**config.mk**
```make
export PLATFORM = sky130hd
export DESIGN_NAME = slot_pool_allocator_flat
export DESIGN_NICKNAME = d
export VERILOG_FILES = /design/src/design/spa_pkg.sv /design/src/design/spa_req_if.sv /design/src/design/spa_rsp_if.sv /design/src/design/spa_ram.sv /design/src/design/spa_ctrl.sv /design/src/design/spa_dp.sv /design/src/design/slot_pool_allocator.sv /design/src/flat_wrapper.sv
export VERILOG_INCLUDE_DIRS = /design/src /design/src/design
export SDC_FILE = /design/constraint.sdc
export NUM_CORES = 2
export LEC_CHECK = 0
export BUFFER_PORTS_ARGS = -buffer_cell sky130_fd_sc_hd__buf_2
export CORE_MARGIN = 4
export CORE_UTILIZATION = 50
export DETAILED_ROUTE_END_ITERATION = 10
export PLACE_DENSITY_LB_ADDON = 0.1
export SLEW_MARGIN = 20
export SYNTH_ARGS = -nofsm -noshare
export SYNTH_HDL_FRONTEND = slang
export SYNTH_SLANG_ARGS = --single-unit
```
**constraint.sdc**
```tcl
create_clock -name clk -period 6.6 [get_ports clk]
set_input_delay 0 -clock clk [delete_from_list [all_inputs] [get_ports clk]]
set_output_delay 0 -clock clk [all_outputs]
set_load 0.01 [all_outputs]
```
**src/design/slot_pool_allocator_macros.svh**
```systemverilog
// ----------------------------------------------------------------------------
// slot_pool_allocator assertion macros
// Shared concurrent assertion forms for the slot pool allocator.
// ----------------------------------------------------------------------------
`ifndef SLOT_POOL_ALLOCATOR_MACROS_SVH
`define SLOT_POOL_ALLOCATOR_MACROS_SVH

// same-cycle implication
`define SPA_ASSERT_IMPL(label, clk, rst, ante, cons, msg) \
  label: assert property (@(posedge clk) disable iff (rst) (ante) |-> (cons)) \
    else $error(msg);

// next-cycle implication
`define SPA_ASSERT_NEXT(label, clk, rst, ante, cons, msg) \
  label: assert property (@(posedge clk) disable iff (rst) (ante) |=> (cons)) \
    else $error(msg);

`endif

```
**src/design/spa_pkg.sv**
```systemverilog
// ----------------------------------------------------------------------------
// spa_pkg
// Constants, codes and types of the slot pool allocator.
// ----------------------------------------------------------------------------
`default_nettype none

package spa_pkg;

  localparam int SLOTS      = 64;
  localparam int SLOT_W     = $clog2(SLOTS);
  localparam int LINK_W     = SLOT_W + 1;
  localparam int COUNT_W    = 7;
  localparam int BYTES_W    = 16;
  localparam int OFFSET_W   = 22;
  localparam int STATUS_W   = 2;
  localparam int CFG_IDX_W  = 1;
  localparam int CFG_DATA_W = 16;

  localparam logic [LINK_W-1:0]  NIL_LINK    = LINK_W'(SLOTS);
  localparam logic [COUNT_W-1:0] POOL_MAX    = COUNT_W'(SLOTS);
  localparam logic [COUNT_W-1:0] POOL_RESET  = (SLOTS < 64) ? COUNT_W'(SLOTS) : COUNT_W'(64);
  localparam logic [BYTES_W-1:0] BYTES_RESET = BYTES_W'(64);

  localparam logic MODE_ALLOC = 1'b0;
  localparam logic MODE_FREE  = 1'b1;

  localparam logic [STATUS_W-1:0] ST_OK    = 2'd0;
  localparam logic [STATUS_W-1:0] ST_EMPTY = 2'd1;
  localparam logic [STATUS_W-1:0] ST_BAD   = 2'd2;

  localparam logic [CFG_IDX_W-1:0] REG_POOL_SLOTS = 1'b0;
  localparam logic [CFG_IDX_W-1:0] REG_SLOT_BYTES = 1'b1;

  typedef logic [SLOT_W-1:0]   slot_t;
  typedef logic [LINK_W-1:0]   link_t;
  typedef logic [COUNT_W-1:0]  count_t;
  typedef logic [STATUS_W-1:0] status_t;

  typedef struct packed {
    logic accept;
    logic link_phase;
    logic finish;
  } spa_cmd_t;

  typedef struct packed {
    logic reject;
  } spa_sts_t;

endpackage

`default_nettype wire

```
**src/design/spa_req_if.sv**
```systemverilog
// ----------------------------------------------------------------------------
// spa_req_if
// Request channel: allocate or release beats.
// ----------------------------------------------------------------------------
`default_nettype none

interface spa_req_if;
  import spa_pkg::*;

  logic  valid;
  logic  ready;
  logic  mode;
  slot_t slot_index;

  modport source (output valid, output mode, output slot_index, input ready);
  modport sink   (input valid, input mode, input slot_index, output ready);
endinterface

`default_nettype wire

```
**src/design/spa_rsp_if.sv**
```systemverilog
// ----------------------------------------------------------------------------
// spa_rsp_if
// Response channel: one result beat per request.
// ----------------------------------------------------------------------------
`default_nettype none

interface spa_rsp_if;
  import spa_pkg::*;

  logic                  valid;
  logic                  ready;
  status_t               status;
  slot_t                 granted_slot;
  logic [OFFSET_W-1:0]   byte_offset;
  count_t                free_count;
  count_t                used_count;

  modport source (output valid, output status, output granted_slot, output byte_offset,
                  output free_count, output used_count, input ready);
  modport sink   (input valid, input status, input granted_slot, input byte_offset,
                  input free_count, input used_count, output ready);
endinterface

`default_nettype wire

```
**src/design/spa_ram.sv**
```systemverilog
// ----------------------------------------------------------------------------
// spa_ram
// Generic single-write, single-read RAM with registered read data.
// ----------------------------------------------------------------------------
`default_nettype none

module spa_ram #(
  parameter int WIDTH = 8,
  parameter int DEPTH = 64
) (
  input  wire logic                     clk,
  input  wire logic                     we,
  input  wire logic [$clog2(DEPTH)-1:0] waddr,
  input  wire logic [WIDTH-1:0]         wdata,
  input  wire logic [$clog2(DEPTH)-1:0] raddr,
  output      logic [WIDTH-1:0]         rdata
);

  logic [WIDTH-1:0] mem [DEPTH];

  always_ff @(posedge clk) begin
    if (we) begin
      mem[waddr] <= wdata;
    end
    rdata <= mem[raddr];
  end

endmodule

`default_nettype wire

```
**src/design/spa_ctrl.sv**
```systemverilog
// ----------------------------------------------------------------------------
// spa_ctrl
// Request sequencer: accept, link update, finish and result hand-off.
// ----------------------------------------------------------------------------
`default_nettype none

module spa_ctrl (
  input  wire logic              clk,
  input  wire logic              rst,
  input  wire logic              in_valid,
  output      logic              in_ready,
  output      logic              out_valid,
  input  wire logic              out_ready,
  output      spa_pkg::spa_cmd_t cmd,
  input  wire spa_pkg::spa_sts_t sts
);
  import spa_pkg::*;

  localparam logic [1:0] IDLE = 2'd0;
  localparam logic [1:0] READ = 2'd1;
  localparam logic [1:0] FIN  = 2'd2;

  logic [1:0] state;
  logic [1:0] state_next;
  logic       out_free;

  assign in_ready       = (state == IDLE);
  assign out_free       = !out_valid || out_ready;
  assign cmd.accept     = in_valid && in_ready;
  assign cmd.link_phase = (state == READ);
  assign cmd.finish     = (state == FIN) && out_free;

  always_comb begin
    state_next = state;
    unique case (state)
      IDLE: begin
        if (cmd.accept) begin
          state_next = sts.reject ? FIN : READ;
        end
      end
      READ: begin
        state_next = FIN;
      end
      FIN: begin
        if (out_free) begin
          state_next = IDLE;
        end
      end
      default: begin
        state_next = IDLE;
      end
    endcase
  end

  always_ff @(posedge clk) begin
    if (rst) begin
      state     <= IDLE;
      out_valid <= 1'b0;
    end else begin
      state <= state_next;
      if (cmd.finish) begin
        out_valid <= 1'b1;
      end else if (out_ready) begin
        out_valid <= 1'b0;
      end
    end
  end

endmodule

`default_nettype wire

```
**src/design/spa_dp.sv**
```systemverilog
// ----------------------------------------------------------------------------
// spa_dp
// Link tables, list heads, counters, offset multiplier and result register.
// ----------------------------------------------------------------------------
`default_nettype none

module spa_dp (
  input  wire logic                             clk,
  input  wire logic                             rst,
  input  wire spa_pkg::spa_cmd_t                cmd,
  output      spa_pkg::spa_sts_t                sts,
  input  wire logic                             in_mode,
  input  wire spa_pkg::slot_t                   in_slot,
  input  wire logic                             cfg_we,
  input  wire logic [spa_pkg::CFG_IDX_W-1:0]    cfg_index,
  input  wire logic [spa_pkg::CFG_DATA_W-1:0]   cfg_data,
  output      spa_pkg::status_t                 out_status,
  output      spa_pkg::slot_t                   out_slot,
  output      logic [spa_pkg::OFFSET_W-1:0]     out_offset,
  output      spa_pkg::count_t                  out_free_count,
  output      spa_pkg::count_t                  out_used_count
);
  import spa_pkg::*;

  function automatic count_t clamp_pool(input logic [CFG_DATA_W-1:0] value);
    count_t v;
    v = value[COUNT_W-1:0];
    if (v == '0) begin
      v = COUNT_W'(1);
    end
    if (v > POOL_MAX) begin
      v = POOL_MAX;
    end
    return v;
  endfunction

  count_t               pool_slots;
  logic [BYTES_W-1:0]   slot_bytes;
  link_t                free_head;
  link_t                used_head;
  count_t               free_total;
  count_t               used_total;
  logic [SLOTS-1:0]     in_use;
  logic [SLOTS-1:0]     next_vld;

  logic                 op_mode;
  logic                 op_ok;
  status_t              op_status;
  slot_t                cur_slot;
  link_t                link_p;
  link_t                link_n;
  logic [OFFSET_W-1:0]  prod;

  logic                 alloc_empty;
  logic                 bad_free;
  slot_t                acc_slot;
  link_t                succ;
  link_t                next_dflt;
  link_t                n_val;
  count_t               free_total_next;
  count_t               used_total_next;
  count_t               pool_new;
  logic [SLOT_W+BYTES_W-1:0] mul;

  logic                 nx_we;
  slot_t                nx_waddr;
  link_t                nx_wdata;
  link_t                nx_rdata;
  logic                 pv_we;
  slot_t                pv_waddr;
  link_t                pv_wdata;
  link_t                pv_rdata;

  // accept-time checks
  assign alloc_empty = (free_total == '0) || (free_head == NIL_LINK);
  assign bad_free    = (COUNT_W'(in_slot) >= pool_slots) || !in_use[in_slot];
  assign sts.reject  = (in_mode == MODE_ALLOC) ? alloc_empty : bad_free;
  assign acc_slot    = (in_mode == MODE_ALLOC) ? free_head[SLOT_W-1:0] : in_slot;

  // untouched free entries chain to their successor
  assign succ      = LINK_W'(cur_slot) + LINK_W'(1);
  assign next_dflt = (succ < LINK_W'(pool_slots)) ? succ : NIL_LINK;
  assign n_val     = next_vld[cur_slot] ? nx_rdata : next_dflt;

  assign mul      = (SLOT_W+BYTES_W)'(cur_slot) * (SLOT_W+BYTES_W)'(slot_bytes);
  assign pool_new = clamp_pool(cfg_data);

  assign free_total_next = (op_mode == MODE_ALLOC) ? free_total - COUNT_W'(1)
                                                   : free_total + COUNT_W'(1);
  assign used_total_next = (op_mode == MODE_ALLOC) ? used_total + COUNT_W'(1)
                                                   : used_total - COUNT_W'(1);

  always_comb begin
    nx_we    = 1'b0;
    nx_waddr = cur_slot;
    nx_wdata = used_head;
    pv_we    = 1'b0;
    pv_waddr = cur_slot;
    pv_wdata = NIL_LINK;
    if (cmd.link_phase) begin
      nx_we = 1'b1;
      if (op_mode == MODE_ALLOC) begin
        nx_wdata = used_head;
        pv_we    = 1'b1;
      end else begin
        nx_wdata = free_head;
        pv_we    = (n_val != NIL_LINK);
        pv_waddr = n_val[SLOT_W-1:0];
        pv_wdata = pv_rdata;
      end
    end else if (cmd.finish && op_ok) begin
      if (op_mode == MODE_ALLOC) begin
        pv_we    = (used_head != NIL_LINK);
        pv_waddr = used_head[SLOT_W-1:0];
        pv_wdata = LINK_W'(cur_slot);
      end else begin
        nx_we    = (link_p != NIL_LINK);
        nx_waddr = link_p[SLOT_W-1:0];
        nx_wdata = link_n;
      end
    end
  end

  spa_ram #(.WIDTH(LINK_W), .DEPTH(SLOTS)) u_next_ram (
    .clk   (clk),
    .we    (nx_we),
    .waddr (nx_waddr),
    .wdata (nx_wdata),
    .raddr (acc_slot),
    .rdata (nx_rdata)
  );

  spa_ram #(.WIDTH(LINK_W), .DEPTH(SLOTS)) u_prev_ram (
    .clk   (clk),
    .we    (pv_we),
    .waddr (pv_waddr),
    .wdata (pv_wdata),
    .raddr (acc_slot),
    .rdata (pv_rdata)
  );

  // payload registers
  always_ff @(posedge clk) begin
    if (cmd.accept) begin
      op_mode   <= in_mode;
      op_ok     <= !sts.reject;
      cur_slot  <= acc_slot;
      op_status <= !sts.reject ? ST_OK : ((in_mode == MODE_ALLOC) ? ST_EMPTY : ST_BAD);
    end
    if (cmd.link_phase) begin
      prod   <= mul[OFFSET_W-1:0];
      link_p <= pv_rdata;
      link_n <= n_val;
    end
    if (cmd.finish) begin
      out_status     <= op_status;
      out_slot       <= op_ok ? cur_slot : '0;
      out_offset     <= op_ok ? prod : '0;
      out_free_count <= op_ok ? free_total_next : free_total;
      out_used_count <= op_ok ? used_total_next : used_total;
    end
  end

  // list state
  always_ff @(posedge clk) begin
    if (rst) begin
      pool_slots <= POOL_RESET;
      slot_bytes <= BYTES_RESET;
      free_head  <= '0;
      used_head  <= NIL_LINK;
      free_total <= POOL_RESET;
      used_total <= '0;
      in_use     <= '0;
      next_vld   <= '0;
    end else begin
      if (cmd.link_phase) begin
        next_vld[cur_slot] <= 1'b1;
        if (op_mode == MODE_ALLOC) begin
          in_use[cur_slot] <= 1'b1;
          free_head        <= n_val;
        end else begin
          in_use[cur_slot] <= 1'b0;
          free_head        <= LINK_W'(cur_slot);
        end
      end
      if (cmd.finish && op_ok) begin
        free_total <= free_total_next;
        used_total <= used_total_next;
        if (op_mode == MODE_ALLOC) begin
          used_head <= LINK_W'(cur_slot);
        end else if (link_p == NIL_LINK) begin
          used_head <= link_n;
        end
      end
      if (cfg_we) begin
        unique case (cfg_index)
          REG_POOL_SLOTS: begin
            pool_slots <= pool_new;
            free_head  <= '0;
            used_head  <= NIL_LINK;
            free_total <= pool_new;
            used_total <= '0;
            in_use     <= '0;
            next_vld   <= '0;
          end
          REG_SLOT_BYTES: begin
            slot_bytes <= cfg_data[BYTES_W-1:0];
          end
          default: begin
          end
        endcase
      end
    end
  end

endmodule

`default_nettype wire

```
**src/design/slot_pool_allocator.sv**
```systemverilog
// ----------------------------------------------------------------------------
// slot_pool_allocator
// Fixed pool of equal-size slots kept as free and allocated linked lists.
//
//   channel  dir  beat contents
//   req      in   mode, slot_index
//   rsp      out  status, granted_slot, byte_offset, free_count, used_count
//   cfg      in   cfg_we, cfg_index, cfg_data (write only)
//
// A successful request passes through accept with link table read, link update
// and finish, and its beat is registered onto rsp at finish; a refused one
// skips the link update and goes from accept straight to finish.
// Each link table is a RAM with one write port, which sets the two update steps.
// Reset and a pool_slots write rebuild the lists at once through per-slot valid bits.
// A result waiting on rsp holds the finish step, and req stays low until it moves.
// ----------------------------------------------------------------------------
`default_nettype none
`include "slot_pool_allocator_macros.svh"

module slot_pool_allocator (
  input  wire logic                           clk,
  input  wire logic                           rst,
  spa_req_if.sink                             req,
  spa_rsp_if.source                           rsp,
  input  wire logic                           cfg_we,
  input  wire logic [spa_pkg::CFG_IDX_W-1:0]  cfg_index,
  input  wire logic [spa_pkg::CFG_DATA_W-1:0] cfg_data
);
  import spa_pkg::*;

  spa_cmd_t cmd;
  spa_sts_t sts;

  spa_ctrl u_ctrl (
    .clk       (clk),
    .rst       (rst),
    .in_valid  (req.valid),
    .in_ready  (req.ready),
    .out_valid (rsp.valid),
    .out_ready (rsp.ready),
    .cmd       (cmd),
    .sts       (sts)
  );

  spa_dp u_dp (
    .clk            (clk),
    .rst            (rst),
    .cmd            (cmd),
    .sts            (sts),
    .in_mode        (req.mode),
    .in_slot        (req.slot_index),
    .cfg_we         (cfg_we),
    .cfg_index      (cfg_index),
    .cfg_data       (cfg_data),
    .out_status     (rsp.status),
    .out_slot       (rsp.granted_slot),
    .out_offset     (rsp.byte_offset),
    .out_free_count (rsp.free_count),
    .out_used_count (rsp.used_count)
  );

  `SPA_ASSERT_NEXT(a_one_in_flight, clk, rst, req.valid && req.ready, !req.ready, "request taken while busy")
  `SPA_ASSERT_IMPL(a_refusal_zeroed, clk, rst, rsp.valid && (rsp.status != ST_OK), (rsp.granted_slot == '0) && (rsp.byte_offset == '0), "refused beat carries a slot")
  `SPA_ASSERT_IMPL(a_empty_count, clk, rst, rsp.valid && (rsp.status == ST_EMPTY), rsp.free_count == '0, "empty reported with free slots")
  `SPA_ASSERT_IMPL(a_count_sum, clk, rst, rsp.valid, ((COUNT_W+1)'(rsp.free_count) + (COUNT_W+1)'(rsp.used_count)) <= (COUNT_W+1)'(SLOTS), "counts exceed pool")

endmodule

`default_nettype wire

```
**src/flat_wrapper.sv**
```systemverilog
// flat-port wrapper written by rule: the top's interface ports become plain ports
module slot_pool_allocator_flat import spa_pkg::*;
  (clk, rst, cfg_we, cfg_index, cfg_data, req_valid, req_mode, req_slot_index, req_ready, rsp_valid, rsp_status, rsp_granted_slot, rsp_byte_offset, rsp_free_count, rsp_used_count, rsp_ready);
  spa_req_if req_i ();
  spa_rsp_if rsp_i ();
  input  wire logic clk;
  input  wire logic rst;
  input  wire logic cfg_we;
  input  wire logic [spa_pkg::CFG_IDX_W-1:0] cfg_index;
  input  wire logic [spa_pkg::CFG_DATA_W-1:0] cfg_data;
  input wire logic [$bits(req_i.valid)-1:0] req_valid;
  input wire logic [$bits(req_i.mode)-1:0] req_mode;
  input wire logic [$bits(req_i.slot_index)-1:0] req_slot_index;
  output wire logic [$bits(req_i.ready)-1:0] req_ready;
  output wire logic [$bits(rsp_i.valid)-1:0] rsp_valid;
  output wire logic [$bits(rsp_i.status)-1:0] rsp_status;
  output wire logic [$bits(rsp_i.granted_slot)-1:0] rsp_granted_slot;
  output wire logic [$bits(rsp_i.byte_offset)-1:0] rsp_byte_offset;
  output wire logic [$bits(rsp_i.free_count)-1:0] rsp_free_count;
  output wire logic [$bits(rsp_i.used_count)-1:0] rsp_used_count;
  input wire logic [$bits(rsp_i.ready)-1:0] rsp_ready;
  assign req_i.valid = req_valid;
  assign req_i.mode = req_mode;
  assign req_i.slot_index = req_slot_index;
  assign req_ready = req_i.ready;
  assign rsp_valid = rsp_i.valid;
  assign rsp_status = rsp_i.status;
  assign rsp_granted_slot = rsp_i.granted_slot;
  assign rsp_byte_offset = rsp_i.byte_offset;
  assign rsp_free_count = rsp_i.free_count;
  assign rsp_used_count = rsp_i.used_count;
  assign rsp_i.ready = rsp_ready;
  slot_pool_allocator u_core (.clk(clk), .rst(rst), .req(req_i), .rsp(rsp_i), .cfg_we(cfg_we), .cfg_index(cfg_index), .cfg_data(cfg_data));
endmodule
```
==> results.json <==
{
  "start_util_pct": 50.4,
  "nNetsFinal": 4521,
  "dieArea_mm2": 0.108,
  "synthCells": 4354,
  "stdcell_count": 5850,
  "layout_commonest_cell": "nand2_1",
  "setup_tns_ns": 0,
  "ir_drop_mv": 0.231,
  "drc": 0,
  "final_cell_mix": "nand2_1 (1031), edfxtp_1 (986), nor2_1 (429), and3_1 (229), dfxtp_1 (196)",
  "synthesis.area_mm2": 0.0513,
  "grt_pass1_wl_mm": 201,
  "avgRoutedWirePerCell_um": 22.7,
  "slew_violations": 0,
  "wl_met1_mm": 57.1,
  "seq_area_frac_synth_pct": 65.3,
  "gp_congestion": 0.835,
  "fin_crit_ns": 5.23,
  "syn_nets": 4495,
  "cp_max_fo": 26,
  "wl_met3_mm": 9.43,
  "n_fill_cell": 8533,
  "design_area_mm2": 0.0575,
  "grt_max_degree": 190,
  "hold_viol": 0,
  "ys_seq_elements": 1182,
  "status": "finished clean",
  "core_mm2": 0.102,
  "fin_crit_sh_pct": 79.3,
  "critPathBufInv": 1,
  "finalSetupViolCount": 0,
  "num_rows": 117,
  "top_layer": "met4",
  "n_antenna_cell": 0,
  "cp_slowest_cell": "or4_4",
  "drive_above_1_share_pct": 9.19,
  "grt_pass1_vias": 32943,
  "worst_pin_slew_ns": 1.09,
  "via_per_inst": 5.79,
  "antenna_found_initial": 2,
  "seq_power_share_pct": 49.9,
  "start_kind": "flop",
  "async_flop_share_pct": 0,
  "p_sw_mw": 3.92,
  "routed_wirelength_mm": 133,
  "leakage_nw": 20.4,
  "die_height_um": 328,
  "hold_buffers": 55,
  "grt_overflow": 0,
  "p_int_mw": 12.5,
  "synth_edf_count": 986,
  "power.density_mw_per_mm2": 286,
  "die_x_um": 328,
  "cts_tree": "done",
  "hp-class": "primary input to flop",
  "htreeDepth": 3,
  "grtUsageTotal_pct": 24.3,
  "postCtsSetupBuffers": 0,
  "worstPathRequired_ns": 6.94,
  "path_class": "flop to flop",
  "end_kind": "flop",
  "dr_total_vias": 33870,
  "yosys_warnings": 0,
  "crit_chain": "buf_4 > mux4_2 > mux2i_1 > o22ai_1 > or4_4 > o41ai_2 > a221o_1 > nand2_1 > nor2_1",
  "dpl.cell_count": 5572,
  "io_pins": 75,
  "fmax_mhz": 191,
  "wl_met2_mm": 61.9,
  "place_area_mm2": 0.0530,
  "rsz0062_at_grt": "no",
  "cts-resized-gates": 0,
  "drtIter0Drc": 3183,
  "clkSinkCount": 1182,
  "hpwl_mm": 76.6,
  "maxCapViolations": 0,
  "root_buffer": "clkbuf_16",
  "slowest_delay_ns": 0.73,
  "maxSlewHeadroom_pct": 27.1,
  "sw_frac_of_total_pct": 23.8,
  "numCtsBuffers": 119,
  "worst_clock_skew_ns": 0.0550,
  "pwr-share-clk_pct": 41.9,
  "drt-pass1-iter-count": 8,
  "p_comb_share_pct": 8.2,
  "insertion_delay_ns": 0.73,
  "clk_pin_slew_ns": 0.06,
  "synth_ff_type": "edfxtp_1",
  "synth_cell_types": 77,
  "cp_top_family": "simple AND/OR/NAND/NOR gates",
  "postRouteAntennaNets": 0,
  "final_util_pct": 56.5,
  "cts_buffer_depth": 3,
  "arrival_ns": 5.58,
  "avgSynthCellArea_um2": 11.8,
  "syn_to_final_growth_pct": 12.1,
  "io_buffers": 74
}
[layout make-up]
| class | instances | area, um^2 | area share [%] |
|---|---|---|---|
| flip-flops and latches | 1182 | 33500 | 58.3 |
| inverters | 99 | 384 | 0.668 |
| multi-input cells | 2800 | 16500 | 28.7 |
| well taps | 1368 | 1710 | 2.98 |
| clock buffers | 148 | 3180 | 5.52 |
| clock inverters | 75 | 831 | 1.44 |
| repair buffers | 178 | 1380 | 2.40 |
[power groups by stage]
stage	registers (mW)	logic (mW)	clock network, mW
final	8.19	1.35	6.88
after global routing	8.20	1.48	7.29
after CTS	8.19	1.35	6.99
after detailed placement	8.35	1.33	0
after global placement	8.35	1.32	0
after floorplan	8.34	0.872	0
[final timing paths]
| path | from | to | slack, ns | cells past startpoint |
|---|---|---|---|---|
| max | u_core.u_dp.cur_slot[0]$_DFFE_PP_ | u_core.u_dp.u_prev_ram.mem[57][4]$_DFFE_PP_ | 1.37 | 9 |
| min | req_slot_index[5] | u_core.u_dp.cur_slot[5]$_DFFE_PP_ | 0.07 | 4 |
| max reg2reg | u_core.u_dp.cur_slot[0]$_DFFE_PP_ | u_core.u_dp.u_prev_ram.mem[57][4]$_DFFE_PP_ | 1.37 | 9 |
| min reg2reg | u_core.u_dp.op_status[1]$_SDFFCE_PP0P_ | u_core.u_dp.out_status[1]$_DFFE_PP_ | 0.43 | 0 |
[synthesized netlist by cell type, drive strengths merged (6+ instances only)]
master	n	area, um^2
a211oi	165	1240
a21o	9	67.6
a21oi	89	445
a222oi	6	60.1
a22o	7	61.3
a22oi	7	52.6
a311oi	112	981
a31oi	114	713
and2	107	669
and3	229	1430
buf	37	164
clkbuf	236	886
dfxtp	196	3920
edfxtp	986	29600
fa	59	1180
ha	53	663
inv	98	368
mux2	12	135
mux2i	36	360
mux4	33	743
nand2	1042	3920
nand2b	20	148
nand3	34	198
nor2	431	1630
nor2b	8	52.6
nor3	56	292
o21ai	55	275
o41ai	15	191
xnor2	32	280
[cell families (layout without fill, tap and decap cells)]
kind of cell / count (synthesis) / count (layout) / share of synthesized area, %
AND/OR/NAND/NOR: 1957 / 1957 / 16.7
flip-flops: 1182 / 1182 / 65.3
AO/OA/AOI/OAI: 613 / 613 / 8.56
buffers and inverters: 372 / 500 / 2.77
adder cells (fa/ha/maj): 112 / 112 / 3.59
multiplexers: 81 / 81 / 2.41
XOR/XNOR: 37 / 37 / 0.631
[worst register-to-register path: cells and delay by family, from the launching register on]
family          cells  cell delay, ns
flops               1            0.63
buf+inv             1            0.50
compound gates      3            1.28
mux                 2            0.80
simple gates        3            1.69
[registers in the layout, indices dropped and copies added (netlist names), 2 cells and up]
name and count:
u_core.u_dp.out_offset 22, u_core.u_dp.pool_slots 7, u_core.u_dp.used_total 7, u_core.u_dp.cur_slot 6, u_core.u_dp.u_next_ram.mem 448, u_core.u_dp.next_vld 64
u_core.u_dp.u_prev_ram.rdata 7, u_core.u_dp.free_head 7, u_core.u_dp.link_p 7, u_core.u_dp.prod 22, u_core.u_dp.out_free_count 7, u_core.u_dp.u_next_ram.rdata 7
u_core.u_dp.op_status 2, u_core.u_dp.slot_bytes 16, u_core.u_dp.out_status 2, u_core.u_dp.in_use 64, u_core.u_dp.link_n 7, u_core.u_ctrl.state 2
u_core.u_dp.free_total 7, u_core.u_dp.out_slot 6, u_core.u_dp.out_used_count 7, u_core.u_dp.u_prev_ram.mem 448, u_core.u_dp.used_head 7
[stage by stage]
step                hold WS (ns)  setup WS, ns  total power [mW]
floorplan                 0.0989          1.67              9.21
global placement           0.244          1.54              9.67
detailed placement         0.248          1.39              9.68
CTS                       0.0106          1.37              16.5
global route              0.0755          1.07              17.0
finish                    0.0707          1.37              16.4
[routing by layer]
metal,vias to the layer above,global-route usage [%]
li1,15742,-
met5,-,0
met1,16677,34.1
met2,1196,38.9
met4,0,7.52
met3,255,4.61
No activity file was read; power rests on OpenSTA's default activity.
